`config.mk`:
```
export PLATFORM = sky130hd
export DESIGN_NAME = looping_keyframe_interpolator_unit
export DESIGN_NICKNAME = d
export VERILOG_FILES = /design/src/design/lki_pkg.sv /design/src/design/lki_ram.sv /design/src/design/lki_div.sv /design/src/design/looping_keyframe_interpolator_unit.sv
export SDC_FILE = /design/constraint.sdc
export NUM_CORES = 2
export LEC_CHECK = 0
export BUFFER_PORTS_ARGS = -buffer_cell sky130_fd_sc_hd__buf_4
export CORE_AREA = 2 2 346 348
export DETAILED_ROUTE_END_ITERATION = 12
export DIE_AREA = 0 0 348 350
export PLACE_DENSITY = 0.52
export SKIP_CTS_REPAIR_TIMING = 1
export SLEW_MARGIN = 20
export SYNTH_ARGS = -nofsm -noshare
export SYNTH_HDL_FRONTEND = slang
export SYNTH_SLANG_ARGS = --single-unit
```
`constraint.sdc`:
```
create_clock -name i_clk -period 24.2 [get_ports i_clk]
set_input_delay 4.84 -clock i_clk [delete_from_list [all_inputs] [get_ports i_clk]]
set_output_delay 4.84 -clock i_clk [all_outputs]
set_load 0.03 [all_outputs]
```
`src/design/lki_pkg.sv`:
```
`timescale 1ns / 1ps
package lki_pkg;
    localparam int DEPTH = 16;
    localparam int AW = $clog2(DEPTH);
    localparam int CW = $clog2(DEPTH + 1);

    localparam logic [2:0] ST_OK      = 3'd0;
    localparam logic [2:0] ST_NO_PAIR = 3'd1;
    localparam logic [2:0] ST_EMPTY   = 3'd2;
    localparam logic [2:0] ST_FULL    = 3'd3;
    localparam logic [2:0] ST_DUP     = 3'd4;

    localparam logic OP_INSERT = 1'b0;
    localparam logic OP_QUERY  = 1'b1;

    typedef struct packed {
        logic              operation;
        logic [15:0]       key_time;
        logic signed [15:0] key_value;
    } t_in;

    typedef struct packed {
        logic signed [15:0] result_value;
        logic [2:0]         status;
    } t_out;
endpackage

```
`src/design/lki_ram.sv`:
```
`timescale 1ns / 1ps
module lki_ram #(
    parameter int WIDTH = 32,
    parameter int DEPTH = 16
) (
    input  logic                     i_clk,
    input  logic                     i_we,
    input  logic [$clog2(DEPTH)-1:0] i_waddr,
    input  logic [WIDTH-1:0]         i_wdata,
    input  logic [$clog2(DEPTH)-1:0] i_raddr,
    output logic [WIDTH-1:0]         o_rdata
);
    logic [WIDTH-1:0] r_mem [DEPTH];

    always_ff @(posedge i_clk) begin
        if (i_we) begin
            r_mem[i_waddr] <= i_wdata;
        end
        o_rdata <= r_mem[i_raddr];
    end
endmodule

```
`src/design/lki_div.sv`:
```
`timescale 1ns / 1ps
// Unsigned restoring divider, one quotient bit per cycle.
module lki_div (
    input  logic        i_clk,
    input  logic        i_rst_n,
    input  logic        i_start,
    input  logic [31:0] i_num,
    input  logic [16:0] i_den,
    output logic        o_done,
    output logic [31:0] o_quo,
    output logic [16:0] o_rem
);
    logic [31:0] r_quo;
    logic [17:0] r_rem;
    logic [16:0] r_den;
    logic [5:0]  r_cnt;
    logic        r_busy;
    logic [17:0] n_shift;

    assign n_shift = {r_rem[16:0], r_quo[31]};
    assign o_quo = r_quo;
    assign o_rem = r_rem[16:0];

    always_ff @(posedge i_clk) begin
        if (!i_rst_n) begin
            r_busy <= 1'b0;
            o_done <= 1'b0;
            r_cnt  <= '0;
        end else begin
            o_done <= 1'b0;
            if (i_start) begin
                r_busy <= 1'b1;
                r_cnt  <= 6'd32;
                r_quo  <= i_num;
                r_rem  <= '0;
                r_den  <= i_den;
            end else if (r_busy) begin
                if (n_shift >= {1'b0, r_den}) begin
                    r_rem <= n_shift - {1'b0, r_den};
                    r_quo <= {r_quo[30:0], 1'b1};
                end else begin
                    r_rem <= n_shift;
                    r_quo <= {r_quo[30:0], 1'b0};
                end
                r_cnt <= r_cnt - 6'd1;
                if (r_cnt == 6'd1) begin
                    r_busy <= 1'b0;
                    o_done <= 1'b1;
                end
            end
        end
    end
endmodule

```
`src/design/looping_keyframe_interpolator_unit.sv`:
```
`timescale 1ns / 1ps
// Looping keyframe interpolator. The block keeps up to DEPTH keyframes
// (unsigned time, signed Q8.8 value) sorted by time in one single-port-read
// RAM, and answers one word at a time. An insert scans the table entry by
// entry to find its slot. It then shifts the tail up one entry at a time
// and writes the new word into its slot. A query reads the last key time
// and wraps the query time with a serial divider. It then scans for the
// bounding pair entry by entry and runs a second division to scale the
// value step by the time offset. The serial divider and the registered RAM
// read in every step of the walk set the pace of both operations. A result
// word waits in an output register until it is taken; the next input word
// is accepted once the result of the previous one has left that register.
module looping_keyframe_interpolator_unit (
    input  logic              i_clk,
    input  logic              i_rst_n,
    input  logic              i_valid,
    output logic              o_ready,
    input  lki_pkg::t_in      i_data,
    output logic              o_valid,
    input  logic              i_ready,
    output lki_pkg::t_out     o_data
);
    localparam int AW = lki_pkg::AW;
    localparam int CW = lki_pkg::CW;

    typedef enum logic [10:0] {
        S_IDLE  = 11'b00000000001,
        S_SCAN  = 11'b00000000010,
        S_SCANW = 11'b00000000100,
        S_SHIFT = 11'b00000001000,
        S_SHW   = 11'b00000010000,
        S_LAST  = 11'b00000100000,
        S_MOD   = 11'b00001000000,
        S_QSCAN = 11'b00010000000,
        S_PAIR  = 11'b00100000000,
        S_DIV   = 11'b01000000000,
        S_OUT   = 11'b10000000000
    } t_state;

    t_state r_state;
    lki_pkg::t_in r_in;
    logic [CW-1:0] r_count;
    logic [CW-1:0] r_idx;
    logic [15:0] r_eff;
    logic [15:0] r_t0;
    logic signed [15:0] r_v0;
    logic [15:0] r_tprev;
    logic signed [15:0] r_vprev;
    logic r_neg;
    logic r_first;
    logic signed [16:0] r_dv;
    lki_pkg::t_out r_out;
    logic r_ovalid;

    // RAM holds {time, value} per entry.
    logic          ram_we;
    logic [AW-1:0] ram_waddr, ram_raddr;
    logic [31:0]   ram_wdata, ram_rdata;
    logic [15:0]   rd_t;
    logic signed [15:0] rd_v;

    logic        div_start, div_done;
    logic [31:0] div_num, div_quo;
    logic [16:0] div_den, div_rem;

    logic signed [33:0] prod;
    logic [16:0] dt_eff;
    logic signed [16:0] qs;

    assign rd_t = ram_rdata[31:16];
    assign rd_v = ram_rdata[15:0];

    lki_ram #(.WIDTH(32), .DEPTH(lki_pkg::DEPTH)) u_ram (
        .i_clk  (i_clk),
        .i_we   (ram_we),
        .i_waddr(ram_waddr),
        .i_wdata(ram_wdata),
        .i_raddr(ram_raddr),
        .o_rdata(ram_rdata)
    );

    lki_div u_div (
        .i_clk  (i_clk),
        .i_rst_n(i_rst_n),
        .i_start(div_start),
        .i_num  (div_num),
        .i_den  (div_den),
        .o_done (div_done),
        .o_quo  (div_quo),
        .o_rem  (div_rem)
    );

    assign o_ready = (r_state == S_IDLE) && !r_ovalid;
    assign o_valid = r_ovalid;
    assign o_data  = r_out;

    // Signed product of value step and time offset (fits 34 bits).
    assign dt_eff = {1'b0, r_eff} - {1'b0, r_t0};
    assign prod = r_dv * $signed({1'b0, dt_eff});
    assign qs = r_neg ? -$signed({1'b0, div_quo[15:0]}) : $signed({1'b0, div_quo[15:0]});

    always_comb begin
        ram_we    = 1'b0;
        ram_waddr = r_idx[AW-1:0];
        ram_wdata = {r_tprev, r_vprev};
        ram_raddr = r_idx[AW-1:0];
        div_start = 1'b0;
        div_num   = '0;
        div_den   = '0;
        unique case (r_state)
            S_SHIFT: begin
                ram_raddr = r_idx[AW-1:0] - AW'(1);
                // The slot is free: the new word goes in here.
                if (r_idx == r_t0[CW-1:0]) begin
                    ram_we = 1'b1;
                end
            end
            S_SHW: begin
                ram_we = 1'b1;
                if (r_idx == r_count) begin
                    ram_waddr = r_idx[AW-1:0];
                end
                ram_wdata = {rd_t, rd_v};
            end
            S_LAST: begin
                ram_raddr = r_idx[AW-1:0];
            end
            default: begin
            end
        endcase
        if (r_state == S_LAST && r_first) begin
            div_start = 1'b1;
            div_num   = {16'd0, r_in.key_time};
            div_den   = {1'b0, rd_t};
        end
        if (r_state == S_PAIR && r_first) begin
            div_start = 1'b1;
            div_num   = prod[33] ? 32'(-prod) : prod[31:0];
            div_den   = {1'b0, rd_t} - {1'b0, r_t0};
        end
    end

    always_ff @(posedge i_clk) begin
        if (!i_rst_n) begin
            r_state  <= S_IDLE;
            r_count  <= '0;
            r_ovalid <= 1'b0;
            r_idx    <= '0;
            r_first  <= 1'b0;
        end else begin
            if (r_ovalid && i_ready) begin
                r_ovalid <= 1'b0;
            end
            unique case (r_state)
                S_IDLE: begin
                    if (i_valid && o_ready) begin
                        r_in  <= i_data;
                        if (i_data.operation == lki_pkg::OP_INSERT) begin
                            r_idx   <= '0;
                            r_out   <= '{result_value: '0, status: lki_pkg::ST_OK};
                            r_state <= S_SCAN;
                        end else if (r_count == '0) begin
                            r_out   <= '{result_value: '0, status: lki_pkg::ST_EMPTY};
                            r_state <= S_OUT;
                        end else begin
                            r_out   <= '{result_value: '0, status: lki_pkg::ST_OK};
                            r_idx   <= r_count - CW'(1);
                            r_first <= 1'b0;
                            r_state <= S_LAST;
                        end
                    end
                end
                S_SCAN: begin
                    if (r_idx == r_count) begin
                        if (r_count == CW'(lki_pkg::DEPTH)) begin
                            r_out.status <= lki_pkg::ST_FULL;
                            r_state <= S_OUT;
                        end else begin
                            r_tprev <= r_in.key_time;
                            r_vprev <= r_in.key_value;
                            r_idx   <= r_count;
                            r_t0    <= {{(16-CW){1'b0}}, r_idx};
                            r_state <= S_SHIFT;
                        end
                    end else begin
                        r_state <= S_SCANW;
                    end
                end
                S_SCANW: begin
                    if (rd_t == r_in.key_time) begin
                        r_out.status <= lki_pkg::ST_DUP;
                        r_state <= S_OUT;
                    end else if (rd_t > r_in.key_time) begin
                        if (r_count == CW'(lki_pkg::DEPTH)) begin
                            r_out.status <= lki_pkg::ST_FULL;
                            r_state <= S_OUT;
                        end else begin
                            // Insert position held in r_t0.
                            r_t0    <= {{(16-CW){1'b0}}, r_idx};
                            r_idx   <= r_count;
                            r_tprev <= r_in.key_time;
                            r_vprev <= r_in.key_value;
                            r_state <= S_SHIFT;
                        end
                    end else begin
                        r_idx   <= r_idx + CW'(1);
                        r_state <= S_SCAN;
                    end
                end
                S_SHIFT: begin
                    if (r_idx == r_t0[CW-1:0]) begin
                        // Final write of the new word at its slot.
                        r_count <= r_count + CW'(1);
                        r_state <= S_OUT;
                    end else begin
                        r_state <= S_SHW;
                    end
                end
                S_SHW: begin
                    r_idx   <= r_idx - CW'(1);
                    r_state <= S_SHIFT;
                end
                S_LAST: begin
                    if (r_first) begin
                        r_state <= S_MOD;
                        if (rd_t == 16'd0) begin
                            r_idx   <= '0;
                            r_first <= 1'b0;
                            r_eff   <= 16'hFFFF;
                        end else begin
                            r_eff   <= 16'd0;
                        end
                    end else begin
                        r_first <= 1'b1;
                    end
                end
                S_MOD: begin
                    if (r_eff == 16'hFFFF && !r_first) begin
                        // Single key at time zero: wait one read of entry zero.
                        r_first <= 1'b1;
                    end else if (r_eff == 16'hFFFF) begin
                        r_out.result_value <= rd_v;
                        r_state <= S_OUT;
                    end else if (div_done) begin
                        r_eff   <= div_rem[15:0];
                        r_idx   <= '0;
                        r_first <= 1'b0;
                        r_state <= S_QSCAN;
                    end
                end
                S_QSCAN: begin
                    r_first <= ~r_first;
                    if (r_first) begin
                        if (rd_t <= r_eff) begin
                            r_t0 <= rd_t;
                            r_v0 <= rd_v;
                            if (r_idx + CW'(1) >= r_count) begin
                                r_out.status <= lki_pkg::ST_NO_PAIR;
                                r_state <= S_OUT;
                            end
                            r_idx <= r_idx + CW'(1);
                        end else if (r_idx == '0) begin
                            r_out.status <= lki_pkg::ST_NO_PAIR;
                            r_state <= S_OUT;
                        end else begin
                            r_dv    <= 17'(rd_v) - 17'(r_v0);
                            r_state <= S_PAIR;
                        end
                    end
                end
                S_PAIR: begin
                    // The divide launches on the pass with r_first set, with r_dv registered.
                    r_first <= 1'b1;
                    if (r_first) begin
                        r_neg   <= prod[33];
                        r_state <= S_DIV;
                    end
                end
                S_DIV: begin
                    if (div_done) begin
                        r_out.result_value <= 16'(17'(r_v0) + qs);
                        r_state <= S_OUT;
                    end
                end
                S_OUT: begin
                    r_ovalid <= 1'b1;
                    r_state  <= S_IDLE;
                end
                default: r_state <= S_IDLE;
            endcase
        end
    end

    assert property (@(posedge i_clk) disable iff (!i_rst_n)
        r_count <= CW'(lki_pkg::DEPTH))
        else $error("keyframe count exceeds depth");
    assert property (@(posedge i_clk) disable iff (!i_rst_n)
        ram_we |-> (r_state == S_SHW || r_state == S_SHIFT))
        else $error("RAM written outside insert");
    assert property (@(posedge i_clk) disable iff (!i_rst_n)
        (r_state == S_OUT) |=> o_valid)
        else $error("result word lost");
    assert property (@(posedge i_clk) disable iff (!i_rst_n)
        o_ready |-> !o_valid)
        else $error("input taken while result pending");
endmodule
```
# After elaboration in Yosys (flattened, before gate mapping)
# Memories as Yosys holds them, arrays and structs flattened. A register that Yosys moved wholly into a read port is not among the register bits.
# Index checks and enable logic that the tools add are counted.
dict set report word_totals {
  reg_bits 246
  out_inout_bits 21
  in_bits 37
  ram_bits 512
  elab_cells 233
  n_memories 1
}
dict set report op_classes {
  mul 1
  muxes 109
  eq_ne 40
  n_lt_le_gt_ge 4
  n_reduce_logical 37
  add_sub_neg 13
  bitwise_logic 5
}
# memory depth word_bits rd rd_ports_with_merged_regs write_ports line
set mem_list {}
lappend mem_list {u_ram.r_mem 16 32 1 1 1 lki_ram.sv:13} ;# logic [WIDTH-1:0] r_mem [DEPTH];
# operator n
set ops {}
lappend ops {{two-way mux 16 bit} 25}
lappend ops {{two-way mux 11 bit} 18}
lappend ops {{two-way mux 32 bit} 5}
lappend ops {{one-hot mux 11 bit (10 select lines)} 1}
lappend ops {{one-hot mux 16 bit (2 select lines)} 3}
lappend ops {{one-hot mux 16 bit (3 select lines)} 2}
lappend ops {{two-way mux 5 bit} 14}
lappend ops {{two-way mux 17 bit} 3}
lappend ops {{subtractor 16 x 16 -> 17 bit} 3}
lappend ops {{one-hot mux 5 bit (7 select lines)} 1}
lappend ops {{multiplier 17 x 18 -> 34 bit} 1}
lappend ops {{negator 32 bit} 1}
lappend ops {{two-way mux 3 bit} 8}
lappend ops {{inequality test 2 bit, second input constant} 12}
lappend ops {{two-way mux 1 bit} 20}
lappend ops {{two-way mux 19 bit} 1}
lappend ops {{>= comparator 18 x 17 -> 1 bit} 1}
lappend ops {{AND reduction 6 bit} 3}
lappend ops {{subtractor 17 bit} 1}
lappend ops {{adder 16 bit} 1}
lappend ops {{equality test 16 bit} 1}
lappend ops {{equality test 16 bit, second input constant} 1}
lappend ops {{greater-than comparator 16 bit} 1}
lappend ops {{less-or-equal comparator 16 bit} 1}
lappend ops {{48 further kinds} 81}

# Depth between registers and ports, before layout
dict set report logic_depth {
  word_depth 6
  mapped_depth 40
}

# Modules after synthesis
# Synthesis repeated with hierarchy kept, for this count alone.
dict set report unflattened {
  hier_cells 3695
  area_unflattened_um2 46778.6
}
# mod area_per_inst_um2 seq_area_each_um2 instances cells_each
set by_module_without_submodules {}
lappend by_module_without_submodules {looping_keyframe_interpolator_unit 22933.2 4934.7 1 2531}
lappend by_module_without_submodules {lki_ram 19854.0 16015.4 1 838}
lappend by_module_without_submodules {lki_div 3991.3 2142.1 1 326}

# Worst setup path after synthesis
# Ideal clock, no wire load.
dict set report synth_timing {
  path_kind {reg2reg}
  from {reg r_t0[0]}
  to {reg u_div.r_quo[30], in the netlist u_div.o_quo[30] (data pin)}
  synth_period_minus_slack_ns 9.098
  t_arrival_ns 8.842
  setup_ns 0.256
  setup_slack_ns 15.102
  required_ns 23.944
  stages_incl_launch_ff 37
  path_cell_list {edfxtp_1 ha_1 fa_1 nor2b_1 o21ai_0 a21boi_1 o21ai_0 a21boi_0 o21ai_1 a21oi_1 nor3_1 or3_1 clkbuf_1 buf_1 mux2i_1 fa_1 inv_1 fa_1 fa_1 inv_1 fa_1 fa_1 inv_1 fa_1 inv_1 ha_1 and2_0 clkbuf_1 a211o_1 a211o_1 o211ai_1 o221ai_2 a2111oi_2 o2111ai_1 o41ai_2 xnor2_1 a22o_1}
}
dict set report synth_between {
  elab_chain_cells 6
}
# item line
set synth_lines {}
lappend synth_lines {{from (decl)} looping_keyframe_interpolator_unit.sv:45} ;# logic [15:0] r_t0;
lappend synth_lines {{from (signal assigned)} looping_keyframe_interpolator_unit.sv:182} ;# r_t0 <= {{(16-CW){1'b0}}, r_idx};
lappend synth_lines {{from (signal assigned)} looping_keyframe_interpolator_unit.sv:199} ;# r_t0 <= {{(16-CW){1'b0}}, r_idx};
lappend synth_lines {{from (signal assigned)} looping_keyframe_interpolator_unit.sv:255} ;# r_t0 <= rd_t;
lappend synth_lines {{subtractor 16 x 16 -> 17 bit *} looping_keyframe_interpolator_unit.sv:98} ;# assign dt_eff = {1'b0, r_eff} - {1'b0, r_t0};
lappend synth_lines {{multiplier 17 x 18 -> 34 bit *} looping_keyframe_interpolator_unit.sv:99} ;# assign prod = r_dv * $signed({1'b0, dt_eff});
lappend synth_lines {{negator 32 bit} looping_keyframe_interpolator_unit.sv:138} ;# div_num = prod[33] ? 32'(-prod) : prod[31:0];
lappend synth_lines {{two-way mux 32 bit *} looping_keyframe_interpolator_unit.sv:138}
lappend synth_lines {{two-way mux 32 bit *} looping_keyframe_interpolator_unit.sv:136} ;# if (r_state == S_PAIR && r_first) begin
lappend synth_lines {{two-way mux 32 bit *} lki_div.sv:31} ;# if (i_start) begin
lappend synth_lines {{to (signal assigned)} lki_div.sv:34} ;# r_quo <= i_num;
lappend synth_lines {{to (signal assigned)} lki_div.sv:40} ;# r_quo <= {r_quo[30:0], 1'b1};
lappend synth_lines {{to (signal assigned)} lki_div.sv:43} ;# r_quo <= {r_quo[30:0], 1'b0};
lappend synth_lines {{to (decl)} lki_div.sv:13} ;# logic [31:0] r_quo;
# Every way passes the cells marked *; elsewhere a longest branch is shown, timed or not.
# A chain may end at the register's enable or synchronous reset.

# Worst setup path after layout
dict set report layout_timing {
  from {reg r_t0[0]}
  to {reg u_div.r_quo[17], in the netlist u_div.o_quo[17] (data pin)}
}
# item line
set layout_rtl {}
lappend layout_rtl {{subtractor 16 x 16 -> 17 bit} looping_keyframe_interpolator_unit.sv:98}
lappend layout_rtl {{multiplier 17 x 18 -> 34 bit} looping_keyframe_interpolator_unit.sv:99}
lappend layout_rtl {{net prod[33]} looping_keyframe_interpolator_unit.sv:66} ;# logic signed [33:0] prod;
lappend layout_rtl {{two-way mux 32 bit} looping_keyframe_interpolator_unit.sv:138}
lappend layout_rtl {{two-way mux 32 bit} looping_keyframe_interpolator_unit.sv:136}
lappend layout_rtl {{two-way mux 32 bit} lki_div.sv:31}
# The timed path passes the listed nets, and every way through them passes these cells.

==> results by group <==
Critical path
  • Crit-path slowest cell: or3_1
  • R2r setup slk: 14.10 ns
  • CP dominant cell by count: fa_1
  • Worst reg2reg path depth: 35
  • Crit. End Element: flop
  • Worst setup SP type: flop
  • Required @ worst endpoint: 24.60 ns
  • Peak per-stage delay on the critical path: 0.79 ns
  • Crit path DAT: 10.50 ns
  • Worst setup path category: reg -> reg
  • CP Max Fanout: 25

Global routing
  • Initial antenna violation count: 1
  • Vias in the first global route: 29600
  • Tot GR Track Use: 0.206
  • Grt ovf: 0
  • Largest net degree at the start of global routing: 105
  • First-pass GRT wire length: 188000 um

Finish
  • Inserted Diodes: 0
  • Reg area: 23100 um^2
  • Filler instances: 10700
  • Area growth syn-to-layout: 11.8%
  • Footprint of the multi-input gates: 21800 um^2
  • Final core utilization: 0.445
  • Nets@finish: 4296
  • Share of layout cells above drive strength 1: 0.143

Routing
  • Drt pass-1 iters: 5
  • Drt total wl: 124000 um
  • Vias/cell: 5.37
  • Vias: 28900
  • WL/cell: 22.9 um
  • DR DRC count: 0
  • Starting DRT DRC Count: 1916
  • Antenna Nets Post-Route: 0

Timing
  • RSZ-0062 raised after global routing: false
  • Final Slew Violations: 0
  • Slew HR: 0.283
  • Endpoints failing hold: 0
  • Achievable clock frequency: 0.0990 GHz
  • Final setup vio count: 0
  • Final period util: 0.417
  • Post-Route Skew: 0.0465 ns
  • Tmin final: 10.10 ns
  • Actual slew at the worst max-slew pin: 1.08 ns
  • TNS Setup: 0 ns

Logic synthesis
  • Seq/Total Area, Yosys: 0.493
  • Synth async-reset ratio: 0
  • Synth unique cells: 99
  • Syn_nets: 4217
  • Ys Warns: 0
  • Register bit total from synthesis: 790
  • Synth Flop Type: edfxtp_1
  • Synthesized area per cell: 12.7 um^2
  • Synthesized cell area: 46800 um^2
  • Cells after Synth: 3701
  • EDFF count, synth: 727

CTS
  • CTS tree: done
  • Clk root buf: clkbuf_16
  • Clk slew on worst S/H paths: 0.06 ns
  • CTS Sinks: 790
  • Worst-Skew Late Latency: 0.68 ns
  • H-Tree Depth: 3
  • Max Root-Sink Buffers: 3
  • CTS Buf Count: 87

Floorplanning
  • Die Ht: 350 um
  • I/O pins: 58
  • Starting Density: 0.398
  • Core ar.: 118000 um^2
  • Die ar.: 122000 um^2
  • Cell row count: 126
  • Die W: 348 um

Pwr
  • PwrDens: 88.7 nW/um^2
  • Leak pwr: 20.3 nW
  • Final Power: 0.00464 W
  • Max IR drop VDD: 86.2 uV

Placement
  • Hpwl dp: 82500 um
  • I/O Buffers: 57
  • RePlAce Congestion: 0.860

Min path
  • Hold Path Class: reg -> reg
  • Cells on Worst Hold Path: 0

Flow run
  • Maxcap violations: 0

Status
  • Status: completed
==> worst max-delay path: cells and delay by family, from the launching register on <==
family / cells / cell delay (ns)
xor gates and xnor gates: 1 / 0.16
muxes: 1 / 0.27
and+or+nand+nor: 7 / 1.82
DFF: 1 / 0.43
AOI/OAI and AO/OA: 11 / 2.21
adders and majority gates: 9 / 4.12
buffers and inverters: 6 / 0.83
==> cells by family after synthesis <==
family / after synthesis / synth area share
compound gates: 487 / 0.0700
xor+xnor: 137 / 0.0256
fa+ha+maj: 479 / 0.165
buf+inv: 585 / 0.0476
flops: 790 / 0.493
mux: 230 / 0.0930
simple gates: 993 / 0.106
==> flip-flops by register name, indices dropped and copies added, names as in the netlist, 5 cells and up <==
| register | cells |
|---|---|
| u_ram.r_mem | 512 |
| u_div.r_cnt | 6 |
| u_div.r_rem | 17 |
| r_eff | 16 |
| r_vprev | 16 |
| r_dv | 17 |
| u_div.r_den | 17 |
| r_idx | 5 |
| r_tprev | 16 |
| r_state | 11 |
| r_count | 5 |
| r_v0 | 16 |
| u_ram.o_rdata | 32 |
| r_in | 32 |
| r_t0 | 16 |
| u_div.o_quo | 32 |
| o_data | 19 |
==> final cells by class <==
cell class,instances,area share
clock buffer,123,0.0469
clock inverter,39,0.00846
inverter,441,0.0316
multi-input combinational,2326,0.416
sequential,790,0.441
tap,1536,0.0367
timing repair buffer,134,0.0195
==> Yosys cell counts (22+ instances only) <==
| cell type | instances | area [um^2] |
|---|---|---|
| a21o_1 | 42 | 315 |
| a21oi_1 | 121 | 606 |
| and2_1 | 138 | 863 |
| and3_1 | 35 | 219 |
| clkbuf_1 | 115 | 432 |
| dfxtp_1 | 63 | 1260 |
| edfxtp_1 | 727 | 21800 |
| fa_1 | 229 | 4580 |
| ha_1 | 250 | 3130 |
| inv_1 | 440 | 1650 |
| mux2_2 | 42 | 473 |
| mux2i_1 | 28 | 280 |
| mux4_2 | 160 | 3600 |
| nand2_1 | 318 | 1190 |
| nand2b_1 | 64 | 400 |
| nand3_1 | 35 | 175 |
| nand4_1 | 22 | 138 |
| nor2_1 | 180 | 676 |
| nor2b_1 | 53 | 332 |
| nor3_1 | 51 | 255 |
| o21a_1 | 24 | 180 |
| o21ai_0 | 112 | 561 |
| or3_1 | 23 | 144 |
| xnor2_1 | 94 | 823 |
| xor2_1 | 43 | 377 |
==> metal layers <==
metal / share of wire / vias up / track usage
met1: 0.45 / 14700 / 0.285
li1: - / 13400 / -
met3: 0.046 / 177 / 0.0287
met2: 0.48 / 699 / 0.340
met4: 0.028 / 0 / 0.0586
met5: 0 / - / 0
==> stage by stage <==
stage	worst slack [ns]	hold slack, ns	instances	area [um^2]
finish	14.10	0.416	5389	52400
global route	13.28	0.429	5389	52400
CTS	14.08	0.419	5389	52400
detailed placement	14.12	0.405	5227	49500
global placement	14.16	0.401	5227	49500
floorplan	15.10	0.400	3701	46800
==> path summary, 6_finish.rpt <==
kind | start | to
worst min register to register | r_in[10]$_DFFE_PP_ | r_vprev[10]$_DFFE_PP_
worst min-delay path | r_in[10]$_DFFE_PP_ | r_vprev[10]$_DFFE_PP_
worst max register to register | r_t0[0]$_DFFE_PP_ | u_div.o_quo[17]$_DFFE_PP_
worst max-delay path | r_t0[0]$_DFFE_PP_ | u_div.o_quo[17]$_DFFE_PP_
==> layout by cell type, fill, tap and decap left out, drive strengths merged, types with 13 or more instances in the layout <==
| cell | instances |
|---|---|
| a21o | 44 |
| o31ai | 17 |
| xnor2 | 94 |
| clkinv | 28 |
| edfxtp | 727 |
| clkbuf | 123 |
| ha | 250 |
| or3 | 24 |
| and2 | 140 |
| a21oi | 123 |
| o21ai | 122 |
| nand4 | 22 |
| nor4 | 18 |
| a211oi | 20 |
| nor2 | 181 |
| buf | 134 |
| nor3 | 51 |
| xor2 | 43 |
| inv | 445 |
| fa | 229 |
| nor3b | 13 |
| o21a | 24 |
| a21boi | 17 |
| and3 | 37 |
| mux2 | 42 |
| a31oi | 13 |
| nand2b | 64 |
| dfxtp | 63 |
| nand2 | 319 |
| nor2b | 53 |
| nand3 | 35 |
| mux4 | 160 |
| mux2i | 28 |
==> power by group <==
| group | total [W] | leakage (nW) | switching [W] | internal, W |
|---|---|---|---|---|
| Clock | 0.00134 | 1.42 | 0.000559 | 0.000778 |
| Sequential | 0.00165 | 7.18 | 0.0000940 | 0.00155 |
| Combinational | 0.00166 | 11.7 | 0.000942 | 0.000716 |
| Total | 0.00464 | 20.3 | 0.00159 | 0.00305 |
Power figures use the tool's default switching activity.
